### config.mk
export PLATFORM = sky130hd
export DESIGN_NAME = im2col_gather_offset_generator_unit
export DESIGN_NICKNAME = d
export VERILOG_FILES = /design/src/hw/rtl/igog_pkg.sv /design/src/hw/rtl/im2col_gather_offset_generator_unit.sv
export SDC_FILE = /design/constraint.sdc
export NUM_CORES = 1
export LEC_CHECK = 0
export BUFFER_PORTS_ARGS = -buffer_cell sky130_fd_sc_hd__buf_2
export CORE_MARGIN = 10
export CORE_UTILIZATION = 50
export CTS_CLUSTER_DIAMETER = 40
export DETAILED_ROUTE_END_ITERATION = 16
export PLACE_DENSITY_LB_ADDON = 0.15
export SETUP_SLACK_MARGIN = 0.3
export SLEW_MARGIN = 15
export SYNTH_ARGS = -nofsm -noshare
export SYNTH_HDL_FRONTEND = slang
export SYNTH_SLANG_ARGS = --single-unit
### constraint.sdc
create_clock -name clk -period 7.7 [get_ports clk]
set_input_delay 0.77 -clock clk [delete_from_list [all_inputs] [get_ports clk]]
set_output_delay 0.77 -clock clk [all_outputs]
set_load 0.02 [all_outputs]
### src/hw/rtl/igog_pkg.sv
// shared types, constants and helpers for the im2col gather offset generator
package igog_pkg;

	localparam int MAX_DIM      = 64;
	localparam int MAX_CHANNELS = 256;
	localparam int MAX_KERNEL   = 3;
	localparam int MAX_STEP     = 4;

	localparam int OFS_W   = 22;
	localparam int HALF_W  = 21;
	localparam int DIM_W   = 7;
	localparam int CHAN_W  = 9;
	localparam int KDIM_W  = 2;
	localparam int STEP_W  = 3;
	localparam int CFG_IDX_W  = 3;
	localparam int CFG_DATA_W = 9;

	localparam int POS_XY_W = 6;
	localparam int POS_C_W  = 8;
	localparam int POS_K_W  = 2;

	typedef enum logic [CFG_IDX_W-1:0] {
		CFG_INPUT_WIDTH   = 3'd0,
		CFG_INPUT_HEIGHT  = 3'd1,
		CFG_CHANNEL_COUNT = 3'd2,
		CFG_KERNEL_DIM    = 3'd3,
		CFG_STEP_SIZE     = 3'd4,
		CFG_OUTPUT_WIDTH  = 3'd5,
		CFG_OUTPUT_HEIGHT = 3'd6
	} cfg_idx_t;

	// zero acts as one, values above the limit saturate
	function automatic logic [CFG_DATA_W-1:0] clamp_cfg(input logic [CFG_DATA_W-1:0] v,
			input logic [CFG_DATA_W-1:0] hi);
		logic [CFG_DATA_W-1:0] r;
		if (v == '0)
			r = CFG_DATA_W'(1);
		else if (v > hi)
			r = hi;
		else
			r = v;
		return r;
	endfunction

endpackage

### src/hw/rtl/im2col_gather_offset_generator_unit.sv
// top level of the im2col gather offset generator
//
//  channel | signals                              | handshake
//  --------+--------------------------------------+-------------------------
//  in      | restart                              | in_valid / in_stall
//  out     | wide_offset, half_offset, last       | out_valid / out_stall
//  cfg     | cfg_index, cfg_data                  | cfg_valid / cfg_ready
//
// one offset per cycle while in_stall is low: each accepted request is computed
// from the position counters in the same cycle and is held in the output register
// in_stall rises only while the output register is full and out_stall is high
// cfg_ready is always high; a write to a defined index clears position and running bases
// arst_n sets the reset configuration, position zero and an empty output register
module im2col_gather_offset_generator_unit (
	input  logic                               clk,
	input  logic                               arst_n,
	input  logic                               in_valid,
	output logic                               in_stall,
	input  logic                               restart,
	output logic                               out_valid,
	input  logic                               out_stall,
	output logic [igog_pkg::OFS_W-1:0]         wide_offset,
	output logic [igog_pkg::HALF_W-1:0]        half_offset,
	output logic                               last,
	input  logic                               cfg_valid,
	output logic                               cfg_ready,
	input  logic [igog_pkg::CFG_IDX_W-1:0]     cfg_index,
	input  logic [igog_pkg::CFG_DATA_W-1:0]    cfg_data
);
	import igog_pkg::*;

	logic [DIM_W-1:0]  iw_q, ih_q, ow_q, oh_q;
	logic [CHAN_W-1:0] ch_q;
	logic [KDIM_W-1:0] k_q;
	logic [STEP_W-1:0] s_q;

	logic [DIM_W-1:0]  iw_e, ih_e, ow_e, oh_e;
	logic [CHAN_W-1:0] ch_e;
	logic [KDIM_W-1:0] k_e;
	logic [STEP_W-1:0] s_e;

	logic [POS_XY_W-1:0] col_q, row_q, col_c, row_c, col_n, row_n;
	logic [POS_C_W-1:0]  chan_q, chan_c, chan_n;
	logic [POS_K_W-1:0]  krow_q, kcol_q, krow_c, kcol_c, krow_n, kcol_n;
	logic [OFS_W-1:0]    pb_q, cb_q, pb_c, cb_c, pb_n, cb_n;

	logic [OFS_W-1:0]  wide_c, wide_q;
	logic              last_c, last_q, out_valid_q;
	logic [10:0]       kterm;
	logic [OFS_W-1:0]  plane_step, col_step, row_back, row_fwd;
	logic              kc_end, kr_end, c_end, x_end, y_end;
	logic              in_xfer, cfg_xfer, cfg_hit;

	assign iw_e = DIM_W'(clamp_cfg(CFG_DATA_W'(iw_q), CFG_DATA_W'(MAX_DIM)));
	assign ih_e = DIM_W'(clamp_cfg(CFG_DATA_W'(ih_q), CFG_DATA_W'(MAX_DIM)));
	assign ow_e = DIM_W'(clamp_cfg(CFG_DATA_W'(ow_q), CFG_DATA_W'(MAX_DIM)));
	assign oh_e = DIM_W'(clamp_cfg(CFG_DATA_W'(oh_q), CFG_DATA_W'(MAX_DIM)));
	assign ch_e = clamp_cfg(ch_q, CFG_DATA_W'(MAX_CHANNELS));
	assign k_e  = KDIM_W'(clamp_cfg(CFG_DATA_W'(k_q), CFG_DATA_W'(MAX_KERNEL)));
	assign s_e  = STEP_W'(clamp_cfg(CFG_DATA_W'(s_q), CFG_DATA_W'(MAX_STEP)));

	assign in_stall  = out_valid_q & out_stall;
	assign in_xfer   = in_valid & ~in_stall;
	assign cfg_ready = 1'b1;
	assign cfg_xfer  = cfg_valid & cfg_ready;

	always_comb begin
		case (cfg_idx_t'(cfg_index))
			CFG_INPUT_WIDTH, CFG_INPUT_HEIGHT, CFG_CHANNEL_COUNT, CFG_KERNEL_DIM,
			CFG_STEP_SIZE, CFG_OUTPUT_WIDTH, CFG_OUTPUT_HEIGHT: cfg_hit = 1'b1;
			default: cfg_hit = 1'b0;
		endcase
	end

	// step constants in bytes
	always_comb begin
		plane_step = OFS_W'({14'(iw_e) * 14'(ih_e), 2'b00});
		col_step   = OFS_W'({s_e, 2'b00});
		row_back   = OFS_W'({10'(ow_e - DIM_W'(1)) * 10'(s_e), 2'b00});
		row_fwd    = OFS_W'({10'(s_e) * 10'(iw_e), 2'b00});
	end

	always_comb begin
		col_c  = restart ? '0 : col_q;
		row_c  = restart ? '0 : row_q;
		chan_c = restart ? '0 : chan_q;
		krow_c = restart ? '0 : krow_q;
		kcol_c = restart ? '0 : kcol_q;
		pb_c   = restart ? '0 : pb_q;
		cb_c   = restart ? '0 : cb_q;

		kterm  = {9'(krow_c) * 9'(iw_e) + 9'(kcol_c), 2'b00};
		wide_c = pb_c + cb_c + OFS_W'(kterm);

		kc_end = (3'(kcol_c) + 3'd1) >= 3'(k_e);
		kr_end = (3'(krow_c) + 3'd1) >= 3'(k_e);
		c_end  = (9'(chan_c) + 9'd1) >= ch_e;
		x_end  = (7'(col_c) + 7'd1) >= ow_e;
		y_end  = (7'(row_c) + 7'd1) >= oh_e;
		last_c = kc_end & kr_end & c_end & x_end & y_end;

		col_n  = col_c;
		row_n  = row_c;
		chan_n = chan_c;
		krow_n = krow_c;
		kcol_n = kcol_c;
		pb_n   = pb_c;
		cb_n   = cb_c;
		if (!kc_end) begin
			kcol_n = kcol_c + POS_K_W'(1);
		end else begin
			kcol_n = '0;
			if (!kr_end) begin
				krow_n = krow_c + POS_K_W'(1);
			end else begin
				krow_n = '0;
				if (!c_end) begin
					chan_n = chan_c + POS_C_W'(1);
					cb_n   = cb_c + plane_step;
				end else begin
					chan_n = '0;
					cb_n   = '0;
					if (!x_end) begin
						col_n = col_c + POS_XY_W'(1);
						pb_n  = pb_c + col_step;
					end else begin
						col_n = '0;
						if (!y_end) begin
							row_n = row_c + POS_XY_W'(1);
							pb_n  = pb_c - row_back + row_fwd;
						end else begin
							row_n = '0;
							pb_n  = '0;
						end
					end
				end
			end
		end
	end

	always_ff @(posedge clk or negedge arst_n) begin
		if (!arst_n) begin
			iw_q <= DIM_W'(3);
			ih_q <= DIM_W'(3);
			ch_q <= CHAN_W'(1);
			k_q  <= KDIM_W'(3);
			s_q  <= STEP_W'(1);
			ow_q <= DIM_W'(1);
			oh_q <= DIM_W'(1);
		end else if (cfg_xfer) begin
			case (cfg_idx_t'(cfg_index))
				CFG_INPUT_WIDTH:   iw_q <= cfg_data[DIM_W-1:0];
				CFG_INPUT_HEIGHT:  ih_q <= cfg_data[DIM_W-1:0];
				CFG_CHANNEL_COUNT: ch_q <= cfg_data;
				CFG_KERNEL_DIM:    k_q  <= cfg_data[KDIM_W-1:0];
				CFG_STEP_SIZE:     s_q  <= cfg_data[STEP_W-1:0];
				CFG_OUTPUT_WIDTH:  ow_q <= cfg_data[DIM_W-1:0];
				CFG_OUTPUT_HEIGHT: oh_q <= cfg_data[DIM_W-1:0];
				default: ;
			endcase
		end
	end

	// position and running bases
	always_ff @(posedge clk or negedge arst_n) begin
		if (!arst_n) begin
			col_q  <= '0;
			row_q  <= '0;
			chan_q <= '0;
			krow_q <= '0;
			kcol_q <= '0;
			pb_q   <= '0;
			cb_q   <= '0;
		end else if (cfg_xfer && cfg_hit) begin
			col_q  <= '0;
			row_q  <= '0;
			chan_q <= '0;
			krow_q <= '0;
			kcol_q <= '0;
			pb_q   <= '0;
			cb_q   <= '0;
		end else if (in_xfer) begin
			col_q  <= col_n;
			row_q  <= row_n;
			chan_q <= chan_n;
			krow_q <= krow_n;
			kcol_q <= kcol_n;
			pb_q   <= pb_n;
			cb_q   <= cb_n;
		end
	end

	// output register
	always_ff @(posedge clk or negedge arst_n) begin
		if (!arst_n) begin
			out_valid_q <= 1'b0;
		end else if (in_xfer) begin
			out_valid_q <= 1'b1;
		end else if (!out_stall) begin
			out_valid_q <= 1'b0;
		end
	end

	always_ff @(posedge clk) begin
		if (in_xfer) begin
			wide_q <= wide_c;
			last_q <= last_c;
		end
	end

	assign out_valid   = out_valid_q;
	assign wide_offset = wide_q;
	assign half_offset = wide_q[OFS_W-1:1];
	assign last        = last_q;

`ifndef SYNTHESIS
	a_stall_only_when_full: assert property (@(posedge clk) disable iff (!arst_n)
		in_stall |-> out_valid)
		else $error("input stalled with empty output register");

	a_xfer_fills_output: assert property (@(posedge clk) disable iff (!arst_n)
		in_xfer |=> out_valid)
		else $error("accepted transfer produced no result");

	a_last_wraps: assert property (@(posedge clk) disable iff (!arst_n)
		(in_xfer && last_c) |=> (col_q == '0 && row_q == '0 && chan_q == '0 &&
			krow_q == '0 && kcol_q == '0 && pb_q == '0 && cb_q == '0))
		else $error("position not wrapped after last offset");

	a_cfg_clears: assert property (@(posedge clk) disable iff (!arst_n)
		(cfg_xfer && cfg_hit) |=> (kcol_q == '0 && chan_q == '0 && pb_q == '0 &&
			cb_q == '0))
		else $error("register write did not clear position");

	a_kcol_bound: assert property (@(posedge clk) disable iff (!arst_n)
		(kcol_q < k_e) && (krow_q < k_e))
		else $error("kernel position out of range");
`endif

endmodule
; ---- Word-level counts from Yosys, hierarchy flattened
; Index checks and enable logic that the tools add are counted.
[word_totals]
ff_bits = 134
latchBits = 0
ramBits = 0
romBits = 0
input_bits = 18
out_inout_bits = 47
elab_cells = 142
memories = 0
[classes]
addsub = 18
n_mul = 4
div = 0
magnitude_cmp = 11
eq_ne = 7
shift = 0
mux = 60
bitwise_logic = 7
reduce_logical = 18
[ops]
columns = cell, count
row1 = 22-bit 2-to-1 mux, 14
row2 = 6-bit 2-to-1 mux, 15
row3 = 7-bit 2-to-1 mux, 8
row4 = 8-bit 2-to-1 mux, 6
row5 = "7-bit > comparator, second input constant", 4
row6 = 7-bit logical NOT, 4
row7 = 22-bit by 11-bit adder with 22-bit output, 1
row8 = 22-bit by 12-bit adder with 22-bit output, 1
row9 = 22-bit by 16-bit adder with 22-bit output, 1
row10 = 22-bit adder, 1
row11 = 22-bit by 5-bit adder with 22-bit output, 1
row12 = 22-bit by 12-bit subtractor with 22-bit output, 1
row13 = 2-bit 2-to-1 mux, 10
row14 = 9-bit 2-to-1 mux, 2
row15 = "6-bit by 1-bit adder with 7-bit output, second input constant", 2
row16 = 7-bit >= comparator, 2
row17 = 7-bit by 7-bit multiplier with 14-bit output, 1
row18 = 2-bit AND reduction, 7
row19 = "6-bit by 1-bit adder with 6-bit output, second input constant", 2
row20 = 10-bit by 3-bit multiplier with 10-bit output, 1
row21 = 3-bit by 7-bit multiplier with 10-bit output, 1
row22 = "8-bit by 1-bit adder with 9-bit output, second input constant", 1
row23 = 9-bit by 2-bit adder with 9-bit output, 1
row24 = "3-bit equality test, second input constant", 3
row25 = 22 further kinds, 35

; ---- Longest topological paths before layout
; Gate-level depths: netlist (run 1).
[depth]
word_depth = 14
depth_mapped = 28
depth_no_buf = 27

; ---- Least setup slack after synthesis (run 1)
; Ideal clock, no wire load.
[synth_timing]
path_type = register -> register
from = register iw_q[2]
to = register cb_q[19]
setup_time_ps = 120
arrival_ps = 6085
required_time_ps = 7580
path_slack_ps = 1495
path_stages_with_launch = 27
path_buffers = 0
synth_period_minus_slack_ps = 6205
path_cell_list = dfrtp_1 or4_1 nor2_1 o21ba_2 nand2_1 fa_1 fa_1 inv_1 fa_1 inv_1 fa_1 inv_1 ha_1 a21boi_0 o21ai_0 a21oi_1 nor2_1 xnor2_1 ha_1 a21o_1 a21o_1 a21o_1 nand3_1 nand2_1 a21o_1 a32o_1 a31o_2
[synth_between]
elab_chain_cells = 10
word_cells_on_any_way = 11
cone_classes = add/sub: 1 / mul: 1 / order compare: 1 / mux: 7 / reduce/logical: 1
[synth_rtl]
columns = item, line
row1 = from (decl), im2col_gather_offset_generator_unit.sv:32  ; logic [DIM_W-1:0] iw_q, ih_q, ow_q, oh_q;
row2 = from (signal assigned), im2col_gather_offset_generator_unit.sv:152  ; CFG_INPUT_WIDTH: iw_q <= cfg_data[DIM_W-1:0];
row3 = 7-bit > comparator, igog_pkg.sv:38  ; else if (v > hi)
row4 = 7-bit 2-to-1 mux, igog_pkg.sv:38
row5 = 7-bit 2-to-1 mux *, igog_pkg.sv:36  ; if (v == '0)
row6 = 7-bit by 7-bit multiplier with 14-bit output *, im2col_gather_offset_generator_unit.sv:77  ; plane_step = OFS_W'({14'(iw_e) * 14'(ih_e), 2'b00});
row7 = 22-bit by 16-bit adder with 22-bit output *, im2col_gather_offset_generator_unit.sv:119  ; cb_n = cb_c + plane_step;
row8 = 22-bit 2-to-1 mux *, im2col_gather_offset_generator_unit.sv:117  ; if (!c_end) begin
row9 = 22-bit 2-to-1 mux *, im2col_gather_offset_generator_unit.sv:113  ; if (!kr_end) begin
row10 = 22-bit 2-to-1 mux *, im2col_gather_offset_generator_unit.sv:109  ; if (!kc_end) begin
row11 = 22-bit 2-to-1 mux *, im2col_gather_offset_generator_unit.sv:182  ; end else if (in_xfer) begin
row12 = 22-bit 2-to-1 mux *, im2col_gather_offset_generator_unit.sv:174  ; end else if (cfg_xfer && cfg_hit) begin
row13 = to (signal assigned), im2col_gather_offset_generator_unit.sv:189  ; cb_q <= cb_n;
row14 = to (decl), im2col_gather_offset_generator_unit.sv:45  ; logic [OFS_W-1:0] pb_q, cb_q, pb_c, cb_c, pb_n, cb_n;
; Every way passes the cells marked *; elsewhere a longest branch is shown, timed or not. The select of a mux whose other input is x is not followed.
; A chain may end at the register's enable or synchronous reset.

; ---- Worst setup path in the final report (run 1)
[layout_timing]
from = register iw_q[2]
to = register cb_q[17]
; Same word-level chain as after synthesis.

==> impl_metrics.env, run 1 <==
export IMPL_result_of_the_run="finished, final reports clean"
export IMPL_ys_top_cells_by_area="sky130_fd_sc_hd__dfrtp_1 (18%), sky130_fd_sc_hd__ha_1 (15%), sky130_fd_sc_hd__fa_1 (9.2%)"
export IMPL_post_cts_resized_instances=0
export IMPL_worst_relative_slew_slack=0.218
export IMPL_route_vias_total=11400
export IMPL_postCtsHoldBufs=0
export IMPL_synthesis_area_mm2=0.0139
export IMPL_netSwitchingFraction=0.448
export IMPL_grt_first_pass_wirelength_mm=60.2
export IMPL_place_hpwl_mm=28.8
export IMPL_num_antenna_cells=0
export IMPL_cell_taking_the_most_area_after_synthesis="sky130_fd_sc_hd__dfrtp_1"
export IMPL_post_synth_num_cell_types=83
export IMPL_finClkSkew_ns=0.0156
export IMPL_maxClockFrequency_mhz=146
export IMPL_numCtsBuffers=17
export IMPL_fp_dieArea_mm2=0.0348
export IMPL_rsz0062_at_grt="false"
export IMPL_antenna_found_initial=0
export IMPL_flow_area_growth_from_synthesis_pct=8.15
export IMPL_drc_errors=0
export IMPL_most_common_layout_cells="sky130_fd_sc_hd__nand2_1 (194), sky130_fd_sc_hd__ha_1 (169), sky130_fd_sc_hd__inv_1 (149)"
export IMPL_post_cts_setup_buffers=0
export IMPL_critical_path_class="flop to flop"
export IMPL_layout_cells_most_common="sky130_fd_sc_hd__nand2_1"
export IMPL_seq_area_frac_synth=0.251
export IMPL_drv_max_cap_violation_count=0
export IMPL_drt_pass1_iterations=5
export IMPL_global_route_usage_total=0.209
export IMPL_io_pins=65
export IMPL_finalWirelength_mm=36.5
export IMPL_cts_clk_slew_worst_paths_ns=0.07
export IMPL_tritoncts_num_sinks=134
export IMPL_whs_ns=0.293
export IMPL_hp_class="primary input to asynchronous set/reset pin"
export IMPL_vias_per_cell=5.67
export IMPL_yosys_register_bits=134
export IMPL_critical_path_peak_fanout=6
export IMPL_final_net_count=1880
export IMPL_cell_count_after_synthesis=1593
export IMPL_synth_edf_count=23
export IMPL_crit_end_category="flop"
export IMPL_worst_slew_pin_slew_ns=1.17
export IMPL_synth_top_area_share=0.182
export IMPL_globalRouteOverflowTotal=0
export IMPL_pwr_density_cell_mw_per_mm2=251
export IMPL_pin_count_of_the_biggest_net_entering_global_routing=73
export IMPL_tns_ns=0
export IMPL_ctsRootBufferMaster="sky130_fd_sc_hd__clkbuf_16"
export IMPL_ys_flop_type="sky130_fd_sc_hd__dfrtp_1"
export IMPL_finalSetupViolCount=0
export IMPL_max_clock_path_buffers=2
export IMPL_placement_rows=60
export IMPL_synthesis_yosys_warnings=0
export IMPL_source_to_sink_clock_delay_at_the_later_pin_of_the_worst_skew_pair_ns=0.44
export IMPL_tmin_final_ns=6.85
export IMPL_cellLeakagePower_nw=7.53
export IMPL_final_max_slew_violation_count=0
export IMPL_dieWidth_um=187
export IMPL_post_route_cells_drive_above_1_share=0.106
export IMPL_numPortBuffers=63
export IMPL_avg_wl_per_cell_um=18.1
export IMPL_grt_pass1_vias=11400
export IMPL_vdd_drop_max_v=0.000235
export IMPL_tritoncts_clock_tree="done"
export IMPL_p_int_mw=2.08
export IMPL_cp_required_ns=8.03
export IMPL_first_iter_violations=802
export IMPL_floorplan_core_area_mm2=0.0271
export IMPL_place_gp_congestion=0.915
export IMPL_switching_component_of_the_power_mw=1.68
export IMPL_min_period_over_period=0.890
export IMPL_die_y_um=187
export IMPL_post_synth_cell_area_avg_um2=8.70
export IMPL_hold_viol=0
export IMPL_start_kind="flop"
export IMPL_critical_path_arrival_ns=7.18
export IMPL_power_sequential_fraction=0.235
export IMPL_comb_power_share=0.551
export IMPL_clkPwrFrac=0.214
export IMPL_cts_max_level=4
export IMPL_initial_core_util=0.512
export IMPL_postRouteAntennaNets=0
export IMPL_synthArstFlopShare=0.828
## power by group through the flow
stage	clock network [mW]	logic (mW)	registers (mW)
after floorplan	0	1.58	0.873
after global placement	0	2.02	0.891
after detailed placement	0	2.04	0.895
after CTS	0.812	2.06	0.882
after global routing	0.841	2.34	0.897
final	0.803	2.07	0.883
## layout make-up
type | instances | area [µm²]
clock inverters | 12 | 92.6
flip-flops and latches | 134 | 3480
clock buffers | 20 | 468
multi-input cells | 1252 | 9530
inverters | 152 | 571
repair buffers | 72 | 385
fillers | 2503 | 12100
well taps | 372 | 465
## cell usage after synthesis (all sizes together) (26+ instances only)
cell type,instances
mux2,41
dfrtp,101
fa,64
nand3,40
nand2,194
nand2b,28
nor3,32
xnor2,55
and2,26
xor2,39
o21ai,71
inv,149
clkbuf,33
a21oi,95
a21o,34
ha,169
nor2,115
buf,28
nor2b,52
## per-stage QoR
stage               setup WS [ns]  instances  power (mW)  instance area, µm²  utilization
floorplan                    1.49       1599        2.46               13900            -
global placement            0.885       1982        2.92               14400        0.532
detailed placement          0.794       1982        2.94               14400        0.532
CTS                         0.771       2014        3.76               15000        0.553
global route                0.457       2014        4.08               15000        0.553
finish                      0.850       2014        3.76               15000        0.553
## path summary, 6_finish.rpt
path	from	endpoint	slack, ns	depth (start not counted)
worst max-delay path	iw_q[2]	cb_q[17]	0.85	23
worst min-delay path	arst_n	oh_q[6]	0.29	1
worst max register to register	iw_q[2]	cb_q[17]	0.85	23
worst min register to register	cb_q[0]	cb_q[0]	0.48	1
max in group asynchronous	arst_n	cb_q[5]	6.00	2
min in group clk	cb_q[0]	cb_q[0]	0.48	1
## sequential cells by signal, indices dropped and copies added (netlist names), 3 cells and up
| register | count |
|---|---|
| oh_q | 7 |
| s_q | 3 |
| cb_q | 22 |
| chan_q | 8 |
| ow_q | 7 |
| iw_q | 7 |
| col_q | 6 |
| row_q | 6 |
| pb_q | 22 |
| ih_q | 7 |
| ch_q | 9 |
| wide_offset | 22 |
## critical path, stage by stage (launching register included)
cell and delay, ns:
sky130_fd_sc_hd__dfrtp_1 0.41, sky130_fd_sc_hd__or4_1 0.52, sky130_fd_sc_hd__nor2_1 0.15, sky130_fd_sc_hd__o21ba_2 0.20
sky130_fd_sc_hd__nand2_1 0.09, sky130_fd_sc_hd__fa_1 0.53, sky130_fd_sc_hd__fa_1 0.54, sky130_fd_sc_hd__inv_1 0.05
sky130_fd_sc_hd__fa_1 0.52, sky130_fd_sc_hd__inv_1 0.05, sky130_fd_sc_hd__fa_1 0.52, sky130_fd_sc_hd__inv_1 0.04
sky130_fd_sc_hd__ha_1 0.32, sky130_fd_sc_hd__a21boi_0 0.25, sky130_fd_sc_hd__o21ai_0 0.14, sky130_fd_sc_hd__a21oi_1 0.20
sky130_fd_sc_hd__o21ai_0 0.13, sky130_fd_sc_hd__o311ai_0 0.55, sky130_fd_sc_hd__ha_1 0.38, sky130_fd_sc_hd__and4_1 0.22
sky130_fd_sc_hd__and3_1 0.19, sky130_fd_sc_hd__a21o_1 0.23, sky130_fd_sc_hd__a32o_1 0.27, sky130_fd_sc_hd__a31o_2 0.21
## metal layers
layer	routed length (µm)	GRT usage	vias to the layer above
met4	590	0.0475	0
li1	-	-	5562
met3	2260	0.0460	40
met1	17200	0.283	5501
met2	16500	0.335	314
met5	0	0	-
## cells by family (layout without fill, tap and decap cells)
group | after synthesis | count (layout) | share of synthesized area
AO/OA/AOI/OAI | 338 | 338 | 0.162
XOR/XNOR | 94 | 94 | 0.0594
adder cells (fa/ha/maj) | 233 | 233 | 0.245
buffers and inverters | 213 | 256 | 0.0639
flip-flops | 134 | 134 | 0.251
multiplexers | 43 | 43 | 0.0347
other | 1 | 7 | 0.000270
AND/OR/NAND/NOR | 537 | 537 | 0.184
No activity file was read; power rests on OpenSTA's default activity.
==> inputs of run 2 (changes only) <==
- BUFFER_PORTS_ARGS: -buffer_cell sky130_fd_sc_hd__buf_2 -> -buffer_cell sky130_fd_sc_hd__buf_4
==> impl_metrics.env, run 2 (synthesis results as in run 1) <==
export IMPL_tritoncts_num_sinks=134
export IMPL_final_design_area_no_fill_mm2=0.0152
export IMPL_place_inst=1982
export IMPL_drc_errors=0
export IMPL_finClkSkew_ns=0.0133
export IMPL_worst_slew_pin_slew_ns=1.15
export IMPL_drv_max_cap_violation_count=0
export IMPL_tmin_final_ns=7.01
export IMPL_final_net_count=1880
export IMPL_maxClockFrequency_mhz=143
export IMPL_globalRouteOverflowTotal=0
export IMPL_tritoncts_clock_tree="done"
export IMPL_flow_area_growth_from_synthesis_pct=9.61
export IMPL_result_of_the_run="finished, final reports clean"
export IMPL_die_y_um=187
export IMPL_final_max_slew_violation_count=0
export IMPL_post_cts_setup_buffers=0
export IMPL_route_vias_total=11500
export IMPL_pwr_density_cell_mw_per_mm2=253
export IMPL_whs_ns=0.327
export IMPL_netSwitchingFraction=0.436
export IMPL_hold_viol=0
export IMPL_place_ws_ns=0.773
export IMPL_cts_max_level=4
export IMPL_crit_buf_inv=3
export IMPL_grt_first_pass_wirelength_mm=58.6
export IMPL_post_route_worst_setup_slack_ns=0.690
export IMPL_finalWirelength_mm=36.3
export IMPL_placement_rows=60
export IMPL_critPathSlowestCell="sky130_fd_sc_hd__o311ai_0"
export IMPL_fillers=2458
export IMPL_hp_class="primary input to asynchronous set/reset pin"
export IMPL_switching_component_of_the_power_mw=1.68
export IMPL_place_area_mm2=0.0146
export IMPL_power_sequential_fraction=0.230
export IMPL_cts_clk_slew_worst_paths_ns=0.06
export IMPL_post_layout_total_power_mw=3.85
export IMPL_drt_pass1_iterations=6
export IMPL_rsz0062_at_grt="false"
export IMPL_crit_end_category="flop"
export IMPL_non_filler_instance_count_after_layout=2014
export IMPL_numPortBuffers=63
export IMPL_layout_cells_most_common="sky130_fd_sc_hd__nand2_1"
export IMPL_source_to_sink_clock_delay_at_the_later_pin_of_the_worst_skew_pair_ns=0.44
export IMPL_finalSetupViolCount=0
export IMPL_post_cts_resized_instances=0
export IMPL_avg_wl_per_cell_um=18.0
export IMPL_final_core_utilization=0.561
export IMPL_vias_per_cell=5.69
export IMPL_cp_required_ns=8.02
export IMPL_place_hpwl_mm=28.5
export IMPL_start_kind="flop"
export IMPL_pin_count_of_the_biggest_net_entering_global_routing=68
export IMPL_p_int_mw=2.17
export IMPL_critical_path_arrival_ns=7.33
export IMPL_global_route_usage_total=0.205
export IMPL_worst_relative_slew_slack=0.234
export IMPL_comb_power_share=0.544
export IMPL_clkPwrFrac=0.226
export IMPL_vdd_drop_max_v=0.000174
export IMPL_timing_critical_path_slowest_cell_delay_ns=0.72
export IMPL_io_pins=65
export IMPL_floorplan_core_area_mm2=0.0271
export IMPL_postCtsHoldBufs=0
export IMPL_dieWidth_um=187
export IMPL_ctsRootBufferMaster="sky130_fd_sc_hd__clkbuf_16"
export IMPL_postRouteAntennaNets=0
export IMPL_critical_path_peak_fanout=6
export IMPL_critical_path_class="flop to flop"
export IMPL_num_antenna_cells=0
export IMPL_max_clock_path_buffers=2
export IMPL_crit_chain="or4_1 -> nor2_1 -> o21ba_2 -> nand2_1 -> fa_1 -> fa_1 -> inv_1 -> fa_1 -> inv_1 -> fa_1 -> inv_1 -> ha_1 -> a21boi_0 -> o21ai_0 -> a21oi_1 -> o21ai_0 -> o311ai_0 -> ha_1 -> and4_1 -> and3_1 -> a21o_1 -> a32o_1 -> a31o_2"
export IMPL_most_common_layout_cells="sky130_fd_sc_hd__nand2_1 (194), sky130_fd_sc_hd__ha_1 (169), sky130_fd_sc_hd__inv_1 (149)"
export IMPL_tns_ns=0
export IMPL_grt_pass1_vias=11100
export IMPL_cp_common_cell="sky130_fd_sc_hd__fa_1"
export IMPL_initial_core_util=0.512
export IMPL_first_iter_violations=1110
export IMPL_numCtsBuffers=17
export IMPL_cellLeakagePower_nw=7.59
export IMPL_post_route_cells_drive_above_1_share=0.105
export IMPL_min_period_over_period=0.910
export IMPL_critPathTopFamily="adder cells"
export IMPL_place_gp_congestion=0.899
export IMPL_antenna_found_initial=0
export IMPL_fp_dieArea_mm2=0.0348
==> run 2: changes by cell type in the layout (fill, tap and decap cells not counted) <==
cell | previous run | this run
sky130_fd_sc_hd__buf_2 | 62 | 0
sky130_fd_sc_hd__buf_4 | 10 | 72
sky130_fd_sc_hd__bufinv_16 | 0 | 3
sky130_fd_sc_hd__clkbuf_1 | 1 | 2
sky130_fd_sc_hd__clkbuf_16 | 18 | 17
sky130_fd_sc_hd__clkbuf_8 | 1 | 2
sky130_fd_sc_hd__clkinv_4 | 4 | 3
sky130_fd_sc_hd__inv_4 | 1 | 0
sky130_fd_sc_hd__inv_6 | 3 | 1
sky130_fd_sc_hd__nor2_1 | 113 | 114
sky130_fd_sc_hd__nor2_2 | 2 | 1
==> run 2: path summary, 6_finish.rpt <==
kind	from	end	slack, ns	cells past startpoint
max	iw_q[2]	cb_q[17]	0.69	23
min	arst_n	oh_q[1]	0.33	1
max reg2reg	iw_q[2]	cb_q[17]	0.69	23
min reg2reg	cb_q[14]	cb_q[14]	0.48	2
max in group asynchronous	arst_n	pb_q[2]	5.99	2
min in group clk	cb_q[14]	cb_q[14]	0.48	2
==> run 2: final cells by class <==
cell class,count,area [µm²],area share
flip-flops and latches,134,3480,0.229
clock buffers,21,460,0.0303
repair buffers,72,541,0.0356
inverters,152,571,0.0375
clock inverters,11,150,0.00988
well taps,372,465,0.0306
multi-input cells,1252,9530,0.627
==> run 2: power groups by stage <==
stage                     Combinational (mW)  Clock [mW]  Sequential (mW)
after floorplan                         1.58           0            0.873
after global placement                  2.04           0            0.891
after detailed placement                2.07           0            0.895
after CTS                               2.09       0.882            0.882
after global routing                    2.35       0.907            0.898
final                                   2.09       0.871            0.883
==> run 2: per-layer routing <==
metal  track usage  vias to the layer above  part of all wire
met5             0                        -                 0
met4        0.0617                        0             0.023
met3        0.0352                       58             0.063
met2         0.318                      357              0.44
met1         0.285                     5497              0.47
li1              -                     5553                 -
